## src/hw/rtl/sorted_list_table_assert.svh

```systemverilog
// Assertion macros shared by the sorted list table RTL.
// Plain header: no dependencies, included by the files that carry checks.
`ifndef SORTED_LIST_TABLE_ASSERT_SVH
`define SORTED_LIST_TABLE_ASSERT_SVH

// Check that cons holds in the same cycle as ante.
`define SLT_ASSERT_IMPL(lbl, clk, rst_n, ante, cons) \
    lbl: assert property (@(posedge clk) disable iff (!rst_n) (ante) |-> (cons)) \
        else $error("sorted_list_table: same-cycle check failed");

// Check that cons holds in the cycle after ante.
`define SLT_ASSERT_NEXT(lbl, clk, rst_n, ante, cons) \
    lbl: assert property (@(posedge clk) disable iff (!rst_n) (ante) |=> (cons)) \
        else $error("sorted_list_table: next-cycle check failed");

`endif

```

## src/hw/rtl/slt_pkg.sv

```systemverilog
// Shared types and codes for the sorted list table.
// No dependencies; imported by the controller, the cells and the top level.
package slt_pkg;

    localparam int ValueWidth = 32;

    // Command codes carried on the input tuser
    typedef enum logic [1:0] {
        CMD_CLEAR  = 2'd0,
        CMD_INSERT = 2'd1,
        CMD_SEARCH = 2'd2,
        CMD_DELETE = 2'd3
    } t_cmd;

    // Result status codes
    typedef enum logic [1:0] {
        ST_DONE    = 2'd0,
        ST_FULL    = 2'd1,
        ST_MISSING = 2'd2
    } t_status;

    // Broadcast controls from the sequencer to every cell
    typedef struct packed {
        logic load;   // capture compare flags against the operand
        logic shift;  // move flags one cell towards cell 0
        logic ins;    // open a slot at the position and write the operand
        logic del;    // close the slot at the position
    } t_cell_ctrl;

endpackage

```

## src/hw/rtl/sorted_list_table.sv

```systemverilog
// Top level of the sorted list table: a row of entry cells and a sequencer.
// Depends on slt_pkg, slt_cell and slt_ctrl.
//
// Keeps up to CAPACITY signed 32-bit values in ascending order, one per cell,
// and answers clear, insert, search and delete commands with one result each.
// Inserts land ahead of equal entries; search and delete act on the first
// equal entry. Commands are handled one at a time: clear and an insert into a
// full table go from the load state straight to the finish state; every other
// command first scans for the position, a scan that grows with the number of
// stored entries smaller than the value (at most CAPACITY), by shifting the
// cells' compare flags down the row one cell per cycle. A finished
// result waits in the output register while the next command is taken.
module sorted_list_table #(
    parameter int CAPACITY = 16
) (
    input  logic               i_clk,
    input  logic               i_rst_n,
    input  logic               s_tvalid,
    output logic               s_tready,
    input  logic signed [31:0] s_tdata,   // [31:0] value
    input  logic [1:0]         s_tuser,   // [1:0] command
    output logic               m_tvalid,
    input  logic               m_tready,
    output logic [15:0]        m_tdata,   // [3:0] position, [8:4] entry_count
    output logic [2:0]         m_tuser    // [1:0] status, [2] found
);
    import slt_pkg::*;

    localparam int CW = $clog2(CAPACITY + 1);
    localparam int IW = $clog2(CAPACITY);

    t_cell_ctrl                   w_ctrl;
    logic signed [ValueWidth-1:0] w_value;
    logic [CW-1:0]                w_count;
    logic [IW-1:0]                w_pos;
    logic signed [ValueWidth-1:0] w_entry [CAPACITY];
    logic                         w_less  [CAPACITY];
    logic                         w_match [CAPACITY];

    slt_ctrl #(
        .CAPACITY (CAPACITY)
    ) u_ctrl (
        .i_clk    (i_clk),
        .i_rst_n  (i_rst_n),
        .s_tvalid (s_tvalid),
        .s_tready (s_tready),
        .s_tdata  (s_tdata),
        .s_tuser  (s_tuser),
        .m_tvalid (m_tvalid),
        .m_tready (m_tready),
        .m_tdata  (m_tdata),
        .m_tuser  (m_tuser),
        .i_less0  (w_less[0]),
        .i_match0 (w_match[0]),
        .o_ctrl   (w_ctrl),
        .o_value  (w_value),
        .o_count  (w_count),
        .o_pos    (w_pos)
    );

    // Row of cells, each linked to its neighbours
    for (genvar g = 0; g < CAPACITY; g++) begin : g_cell
        logic signed [ValueWidth-1:0] w_prev;
        logic signed [ValueWidth-1:0] w_next;
        logic                         w_next_less;
        logic                         w_next_match;

        if (g == 0) begin : g_first
            assign w_prev = w_entry[g];
        end else begin : g_inner_prev
            assign w_prev = w_entry[g-1];
        end

        if (g == CAPACITY - 1) begin : g_last
            assign w_next       = w_entry[g];
            assign w_next_less  = 1'b0;
            assign w_next_match = 1'b0;
        end else begin : g_inner_next
            assign w_next       = w_entry[g+1];
            assign w_next_less  = w_less[g+1];
            assign w_next_match = w_match[g+1];
        end

        slt_cell #(
            .CAPACITY (CAPACITY),
            .IDX      (g)
        ) u_cell (
            .i_clk        (i_clk),
            .i_rst_n      (i_rst_n),
            .i_ctrl       (w_ctrl),
            .i_value      (w_value),
            .i_count      (w_count),
            .i_pos        (w_pos),
            .i_prev_entry (w_prev),
            .i_next_entry (w_next),
            .i_next_less  (w_next_less),
            .i_next_match (w_next_match),
            .o_entry      (w_entry[g]),
            .o_less       (w_less[g]),
            .o_match      (w_match[g])
        );
    end

endmodule

```

## src/hw/rtl/slt_cell.sv

```systemverilog
// One cell of the sorted row: holds one entry plus its compare flags.
// Depends on slt_pkg for the control struct.
module slt_cell #(
    parameter int CAPACITY = 16,
    parameter int IDX      = 0
) (
    input  logic                            i_clk,
    input  logic                            i_rst_n,
    input  slt_pkg::t_cell_ctrl             i_ctrl,
    input  logic signed [31:0]              i_value,
    input  logic [$clog2(CAPACITY+1)-1:0]   i_count,
    input  logic [$clog2(CAPACITY)-1:0]     i_pos,
    input  logic signed [31:0]              i_prev_entry,
    input  logic signed [31:0]              i_next_entry,
    input  logic                            i_next_less,
    input  logic                            i_next_match,
    output logic signed [31:0]              o_entry,
    output logic                            o_less,
    output logic                            o_match
);
    import slt_pkg::*;

    localparam int IW = $clog2(CAPACITY);
    localparam int CW = $clog2(CAPACITY + 1);
    localparam logic [IW-1:0] MyIdx   = IW'(IDX);
    localparam logic [CW-1:0] MyIdxCw = CW'(IDX);

    logic signed [ValueWidth-1:0] r_entry;
    logic                         r_less;
    logic                         r_match;
    logic                         w_in_use;
    logic                         w_less;
    logic                         w_match;

    // Compare the held entry against the broadcast operand
    assign w_in_use = (i_count > MyIdxCw);
    assign w_less   = w_in_use && (r_entry < i_value);
    assign w_match  = w_in_use && (r_entry == i_value);

    // Capture flags, then pass them down the row one cell a cycle
    always_ff @(posedge i_clk) begin
        if (!i_rst_n) begin
            r_less  <= 1'b0;
            r_match <= 1'b0;
        end else if (i_ctrl.load) begin
            r_less  <= w_less;
            r_match <= w_match;
        end else if (i_ctrl.shift) begin
            r_less  <= i_next_less;
            r_match <= i_next_match;
        end
    end

    // Shift entries up for an insert, down for a delete
    always_ff @(posedge i_clk) begin
        if (i_ctrl.ins) begin
            if (MyIdx == i_pos) begin
                r_entry <= i_value;
            end else if (MyIdx > i_pos) begin
                r_entry <= i_prev_entry;
            end
        end else if (i_ctrl.del) begin
            if (MyIdx >= i_pos) begin
                r_entry <= i_next_entry;
            end
        end
    end

    assign o_entry = r_entry;
    assign o_less  = r_less;
    assign o_match = r_match;

endmodule

```

## src/hw/rtl/slt_ctrl.sv

```systemverilog
// Command sequencer for the sorted list table: stream handshakes, scan of
// the cell flags, entry count and result register. Depends on slt_pkg.
`include "sorted_list_table_assert.svh"

module slt_ctrl #(
    parameter int CAPACITY = 16
) (
    input  logic                            i_clk,
    input  logic                            i_rst_n,
    input  logic                            s_tvalid,
    output logic                            s_tready,
    input  logic signed [31:0]              s_tdata,   // [31:0] value
    input  logic [1:0]                      s_tuser,   // [1:0] command
    output logic                            m_tvalid,
    input  logic                            m_tready,
    output logic [15:0]                     m_tdata,   // [3:0] position, [8:4] entry_count
    output logic [2:0]                      m_tuser,   // [1:0] status, [2] found
    input  logic                            i_less0,
    input  logic                            i_match0,
    output slt_pkg::t_cell_ctrl             o_ctrl,
    output logic signed [31:0]              o_value,
    output logic [$clog2(CAPACITY+1)-1:0]   o_count,
    output logic [$clog2(CAPACITY)-1:0]     o_pos
);
    import slt_pkg::*;

    localparam int CW = $clog2(CAPACITY + 1);
    localparam int IW = $clog2(CAPACITY);

    typedef enum logic [1:0] {
        S_IDLE,
        S_LOAD,
        S_SCAN,
        S_FINISH
    } t_state;

    t_state                       r_state;
    t_cmd                         r_cmd;
    logic signed [ValueWidth-1:0] r_value;
    logic [CW-1:0]                r_count;
    logic [CW-1:0]                r_pos;
    logic                         r_hit;
    logic                         r_full;
    logic                         r_out_valid;
    t_status                      r_out_status;
    logic                         r_out_found;
    logic [3:0]                   r_out_pos;
    logic [4:0]                   r_out_count;

    logic                         w_out_free;
    logic                         w_finish;
    logic [CW-1:0]                n_count;
    t_status                      n_status;
    logic                         n_found;
    logic [3:0]                   n_pos;

    assign w_out_free = !r_out_valid || m_tready;
    assign w_finish   = (r_state == S_FINISH) && w_out_free;

    // Controls broadcast to the cell row
    assign o_ctrl.load  = (r_state == S_LOAD);
    assign o_ctrl.shift = (r_state == S_SCAN) && i_less0;
    assign o_ctrl.ins   = w_finish && (r_cmd == CMD_INSERT) && !r_full;
    assign o_ctrl.del   = w_finish && (r_cmd == CMD_DELETE) && r_hit;
    assign o_value      = r_value;
    assign o_count      = r_count;
    assign o_pos        = r_pos[IW-1:0];

    // Work out the result and the next entry count
    always_comb begin
        n_count  = r_count;
        n_status = ST_DONE;
        n_found  = 1'b0;
        n_pos    = 4'd0;
        unique case (r_cmd)
            CMD_CLEAR: begin
                n_count = '0;
            end
            CMD_INSERT: begin
                if (r_full) begin
                    n_status = ST_FULL;
                end else begin
                    n_pos   = 4'(r_pos);
                    n_count = r_count + CW'(1);
                end
            end
            CMD_SEARCH: begin
                if (r_hit) begin
                    n_found = 1'b1;
                    n_pos   = 4'(r_pos);
                end else begin
                    n_status = ST_MISSING;
                end
            end
            CMD_DELETE: begin
                if (r_hit) begin
                    n_found = 1'b1;
                    n_pos   = 4'(r_pos);
                    n_count = r_count - CW'(1);
                end else begin
                    n_status = ST_MISSING;
                end
            end
            default: begin
                n_count = r_count;
            end
        endcase
    end

    // Sequence one command: load flags, scan the row (not for clear or an insert into a full table), commit and report
    always_ff @(posedge i_clk) begin
        if (!i_rst_n) begin
            r_state     <= S_IDLE;
            r_count     <= '0;
            r_out_valid <= 1'b0;
            r_pos       <= '0;
            r_hit       <= 1'b0;
            r_full      <= 1'b0;
        end else begin
            // Raise the result when a command commits, drop it once taken
            if (w_finish) begin
                r_out_valid <= 1'b1;
            end else if (m_tready) begin
                r_out_valid <= 1'b0;
            end
            unique case (r_state)
                S_IDLE: begin
                    if (s_tvalid) begin
                        r_cmd   <= t_cmd'(s_tuser);
                        r_value <= s_tdata;
                        r_state <= S_LOAD;
                    end
                end
                S_LOAD: begin
                    r_pos  <= '0;
                    r_hit  <= 1'b0;
                    r_full <= (r_count == CW'(CAPACITY));
                    if ((r_cmd == CMD_CLEAR) ||
                        ((r_cmd == CMD_INSERT) && (r_count == CW'(CAPACITY)))) begin
                        r_state <= S_FINISH;
                    end else begin
                        r_state <= S_SCAN;
                    end
                end
                S_SCAN: begin
                    if (i_less0) begin
                        r_pos <= r_pos + CW'(1);
                    end else begin
                        r_hit   <= i_match0;
                        r_state <= S_FINISH;
                    end
                end
                S_FINISH: begin
                    if (w_out_free) begin
                        r_count      <= n_count;
                        r_out_status <= n_status;
                        r_out_found  <= n_found;
                        r_out_pos    <= n_pos;
                        r_out_count  <= 5'(n_count);
                        r_state      <= S_IDLE;
                    end
                end
                default: begin
                    r_state <= S_IDLE;
                end
            endcase
        end
    end

    assign s_tready = (r_state == S_IDLE);
    assign m_tvalid = r_out_valid;
    assign m_tdata  = {7'd0, r_out_count, r_out_pos};
    assign m_tuser  = {r_out_found, r_out_status};

    // Entry count stays within the row
    `SLT_ASSERT_IMPL(a_count_bound, i_clk, i_rst_n, 1'b1, r_count <= CW'(CAPACITY))
    // The scan never runs past the stored entries
    `SLT_ASSERT_IMPL(a_scan_bound, i_clk, i_rst_n, r_state == S_SCAN, r_pos <= r_count)
    // A committed insert adds exactly one entry
    `SLT_ASSERT_NEXT(a_ins_count, i_clk, i_rst_n, o_ctrl.ins, r_count == $past(r_count) + CW'(1))
    // A committed delete only follows a match and removes one entry
    `SLT_ASSERT_NEXT(a_del_count, i_clk, i_rst_n, o_ctrl.del, r_count == $past(r_count) - CW'(1))

endmodule

```

## config.mk

```make
export PLATFORM = sky130hd
export DESIGN_NAME = sorted_list_table
export DESIGN_NICKNAME = d
export VERILOG_FILES = /design/src/hw/rtl/slt_pkg.sv /design/src/hw/rtl/sorted_list_table.sv /design/src/hw/rtl/slt_cell.sv /design/src/hw/rtl/slt_ctrl.sv
export VERILOG_INCLUDE_DIRS = /design/src /design/src/hw/rtl
export SDC_FILE = /design/constraint.sdc
export NUM_CORES = 2
export LEC_CHECK = 0
export ABC_CLOCK_PERIOD_IN_PS = 7930
export BUFFER_PORTS_ARGS = -buffer_cell sky130_fd_sc_hd__buf_4
export CORE_ASPECT_RATIO = 1.5
export CORE_UTILIZATION = 49
export DETAILED_ROUTE_END_ITERATION = 8
export MAX_ROUTING_LAYER = met4
export SYNTH_ARGS = -nofsm -noshare
export SYNTH_HDL_FRONTEND = slang
export SYNTH_SLANG_ARGS = --single-unit
```

## constraint.sdc

```tcl
create_clock -name i_clk -period 7.93 [get_ports i_clk]
set_input_delay 0.3965 -clock i_clk [delete_from_list [all_inputs] [get_ports i_clk]]
set_output_delay 0.3965 -clock i_clk [all_outputs]
set_load 0.005 [all_outputs]
```

==> out/results.ini <==
[die]
fp-row-count=128
start_util_pct=49.7
io-pin-count=59
die_area_mm2=0.0838
dieHeight_um=354
core-area_mm2=0.0815
fp.dieW_um=237

[synthesis]
ys_seq_area_share_pct=43.6
synth_cells=4235
async_flop_share_pct=0
synth_edf_count=558
synth_area_per_cell_um2=9.56
ys_types=72
yosys_warnings=0
synth-main-ff-cell=edfxtp_1
syn_area_mm2=0.0405
synth-seq-cells=604

[timing]
finalSetupTns_ps=0
finalMaxSlewViolations=0
final.period_utilization_pct=49.6
rsz0062_at_grt=no
final-setup-viol-count=0
max_slew_margin_pct=21.4
fin_crit_ps=3940
fmaxAchievable_mhz=254
finClkSkew_ps=18.0
finalHoldViolCount=0
worstMarginPinSlew_ps=1180

[drt]
ant_nets=0
route.detailed.drc=0
wirelength_mm=123
vias=31985
post_drt_wl_per_cell_um=23.1
via_per_inst=6.03
dr.pass1.iters=6
drtIter0Drc=2879

[cells_and_area]
fill_cells=7368
drive_gt1_share_pct=6.03
nets=4774
area.growth.synth_to_final_pct=9.45
num_antenna_cells=0

[setup_path]
cp_num_buf_inv=1
max_stage_delay_ps=810
cp_top_family=simple AND/OR/NAND/NOR gates
cp_slowest_cell=clkinv_1
r2r_slack_ps=3990
crit_chain=clkinv_1 -> ha_1 -> nand4_1 -> nor4_1 -> o41ai_1 -> o211ai_1 -> mux2_1 -> o22ai_1
crit_required_ps=8480
critPathArrivalTime_ps=4490
setup.worst_path.end_class=flip-flop
start_kind=flip-flop
crit_fanout=25
path_class=flip-flop to flip-flop

[clock_network]
clk_path_buf_depth=3
clock_sinks=604
post_cts_buffers=0
clk_pin_slew_worst_paths_ps=60
clock_latency_ps=640
cts_buffers=68
clockRootBuffer=clkbuf_16
cts_resized=0
h-tree-depth=3
cts_tree=built

[global_routing]
grt_pass1_vias=31361
grt_max_degree=219
grt.total_usage_pct=30.1
grt-ovfl-total=0
grt_first_pass_wirelength_mm=187
grt_antenna_before_repair=0

[run_status]
status=complete, no violations

[placement]
dp_hpwl_mm=89.9
gp_congestion=0.929
io_buffers=51

[hold_path]
hold_class=input pin to flip-flop

[flow_run]
drv_cap=0

[power]
power_density_mw_per_mm2=196
max-vdd-ir-drop_mv=0.193
power.leakage_nw=18.3
finalPower_mw=8.70

-- worst reg2reg max path, delay by kind of cell (launching register included) --
kind / cells / cell delay [ps]
simple gates: 2 / 960
buf+inv: 1 / 820
fa+ha+maj: 1 / 660
flops: 1 / 550
compound gates: 3 / 540
mux: 1 / 340
-- kinds of logic after synthesis --
| kind of cell | share of synthesized area [%] |
|---|---|
| flip-flops | 43.6 |
| AO/OA/AOI/OAI | 17.1 |
| buffers and inverters | 3.47 |
| adder cells (fa/ha/maj) | 16.2 |
| other | 0.00926 |
| multiplexers | 6.10 |
| AND/OR/NAND/NOR | 13.4 |
-- worst paths after layout --
check                       startpoint                   endpoint  cells after the start
max                 u_ctrl.o_value[21]   g_cell[14].u_cell.o_less                      8
max reg2reg         u_ctrl.o_value[21]   g_cell[14].u_cell.o_less                      8
min reg2reg  g_cell[15].u_cell.o_match  g_cell[15].u_cell.o_match                      2
min                           m_tready            u_ctrl.m_tvalid                      4
-- cell usage after synthesis (4+ instances only) --
cell       count  share of area [%]
mux2i_1      241                6.0
a21o_1        74                1.4
and2_1         7               0.11
edfxtp_1     558                 41
nand2b_1       9               0.14
a21oi_1      445                5.5
inv_2          5              0.046
buf_4         16               0.30
ha_1         525                 16
inv_1         48               0.44
o2111ai_1      4              0.086
and3_1        10               0.15
nor2_1       312                2.9
o22ai_1        8               0.12
a221oi_1       8               0.17
nor3_1        30               0.37
o21a_1        13               0.24
nand3_1       33               0.41
o21ai_0       67               0.83
clkbuf_1     156                1.4
nor3b_1        9               0.17
a211oi_1      24               0.44
and4_1         9               0.19
o211ai_1      14               0.26
a211o_1        6               0.13
a2111oi_0     11               0.24
or3_1          9               0.14
dfxtp_1       46                2.3
nand4_1      105                1.6
nor2b_1       29               0.45
o21bai_1       9               0.17
nor4_1        13               0.20
buf_2         76               0.94
o21ai_1      545                6.7
nand2_1      662                6.1
a31oi_1       17               0.26
clkinv_1      31               0.29
-- report_power, final --
group,total [mW],switching [mW],internal [mW]
logic,1.67,1.09,0.573
registers,3.85,0.180,3.67
clock network,3.18,1.37,1.81
total,8.70,2.65,6.05
-- sequential cells by signal, indices dropped and copies added (netlist names) --
signal                 flops
u_ctrl.r_cmd               2
u_ctrl.r_full              1
u_ctrl.r_out_count         5
g_cell.u_cell.o_entry    512
u_ctrl.r_pos               4
u_ctrl.r_hit               1
g_cell.u_cell.o_less      16
u_ctrl.o_count             5
u_ctrl.r_state             2
u_ctrl.r_out_status        2
u_ctrl.r_out_found         1
u_ctrl.o_value            32
u_ctrl.m_tvalid            1
u_ctrl.r_out_pos           4
g_cell.u_cell.o_match     16
-- per-layer routing --
metal	share of wire (%)	routed length, µm	vias up	track usage [%]
met5	0	0	-	-
li1	-	-	15595	-
met3	4.3	5280	256	2.47
met2	49	59600	917	49.6
met1	42	51400	15217	37.0
met4	5.2	6400	0	15.5
-- cells in the final DEF, fill, tap and decap left out, types with 6 or more instances in the layout --
master / instances
nand2b_1: 9
nand2_1: 653
o211ai_1: 14
or3_1: 9
conb_1: 7
nor2_1: 309
nand2_2: 8
o21a_1: 13
o21ai_1: 545
nor3_1: 26
ha_1: 524
and4_1: 9
dfxtp_1: 46
a221oi_1: 8
and3_1: 7
a21oi_4: 6
clkbuf_1: 13
buf_4: 112
nor3b_1: 7
and2_1: 7
nor4_1: 13
a21o_1: 74
clkbuf_16: 74
inv_1: 48
a211oi_1: 23
nand4_1: 105
o21bai_1: 9
dlygate4sd3_1: 34
a31oi_1: 16
clkinv_2: 13
edfxtp_1: 558
a21oi_1: 439
o22ai_1: 8
clkinv_1: 47
nor2b_1: 29
a211o_1: 6
mux2i_1: 241
o21ai_0: 67
a2111oi_0: 10
nand3_1: 32
-- repair_timing --
action,CTS,global route
hold endpoints to repair,34,0
hold buffers,34,0
endpoints found under the setup margin,0,0
-- area by class of cell --
| cell class | instances | area, µm² | share of cell area (%) |
|---|---|---|---|
| inverters | 84 | 315 | 0.711 |
| clock inverters | 34 | 230 | 0.519 |
| flip-flops and latches | 604 | 17700 | 39.9 |
| repair buffers | 149 | 1240 | 2.80 |
| clock buffers | 89 | 1930 | 4.35 |
| multi-input cells | 3304 | 21600 | 48.8 |
| well taps | 1040 | 1300 | 2.94 |
-- through the flow --
step           hold slack (ps)  utilization [%]  worst slack (ps)  cell area, µm²  instances
6_report                  85.3             54.4              3990           44300       5304
5_1_grt                   88.9             54.4              3690           44300       5304
4_1_cts                   53.9             54.4              3960           44300       5304
3_5_place_dp               448             51.3              3980           41800       5147
3_3_place_gp               444             51.3              4070           41800       5147
2_1_floorplan              432                -              3740           40500       4241
Power figures use the tool's default switching activity.
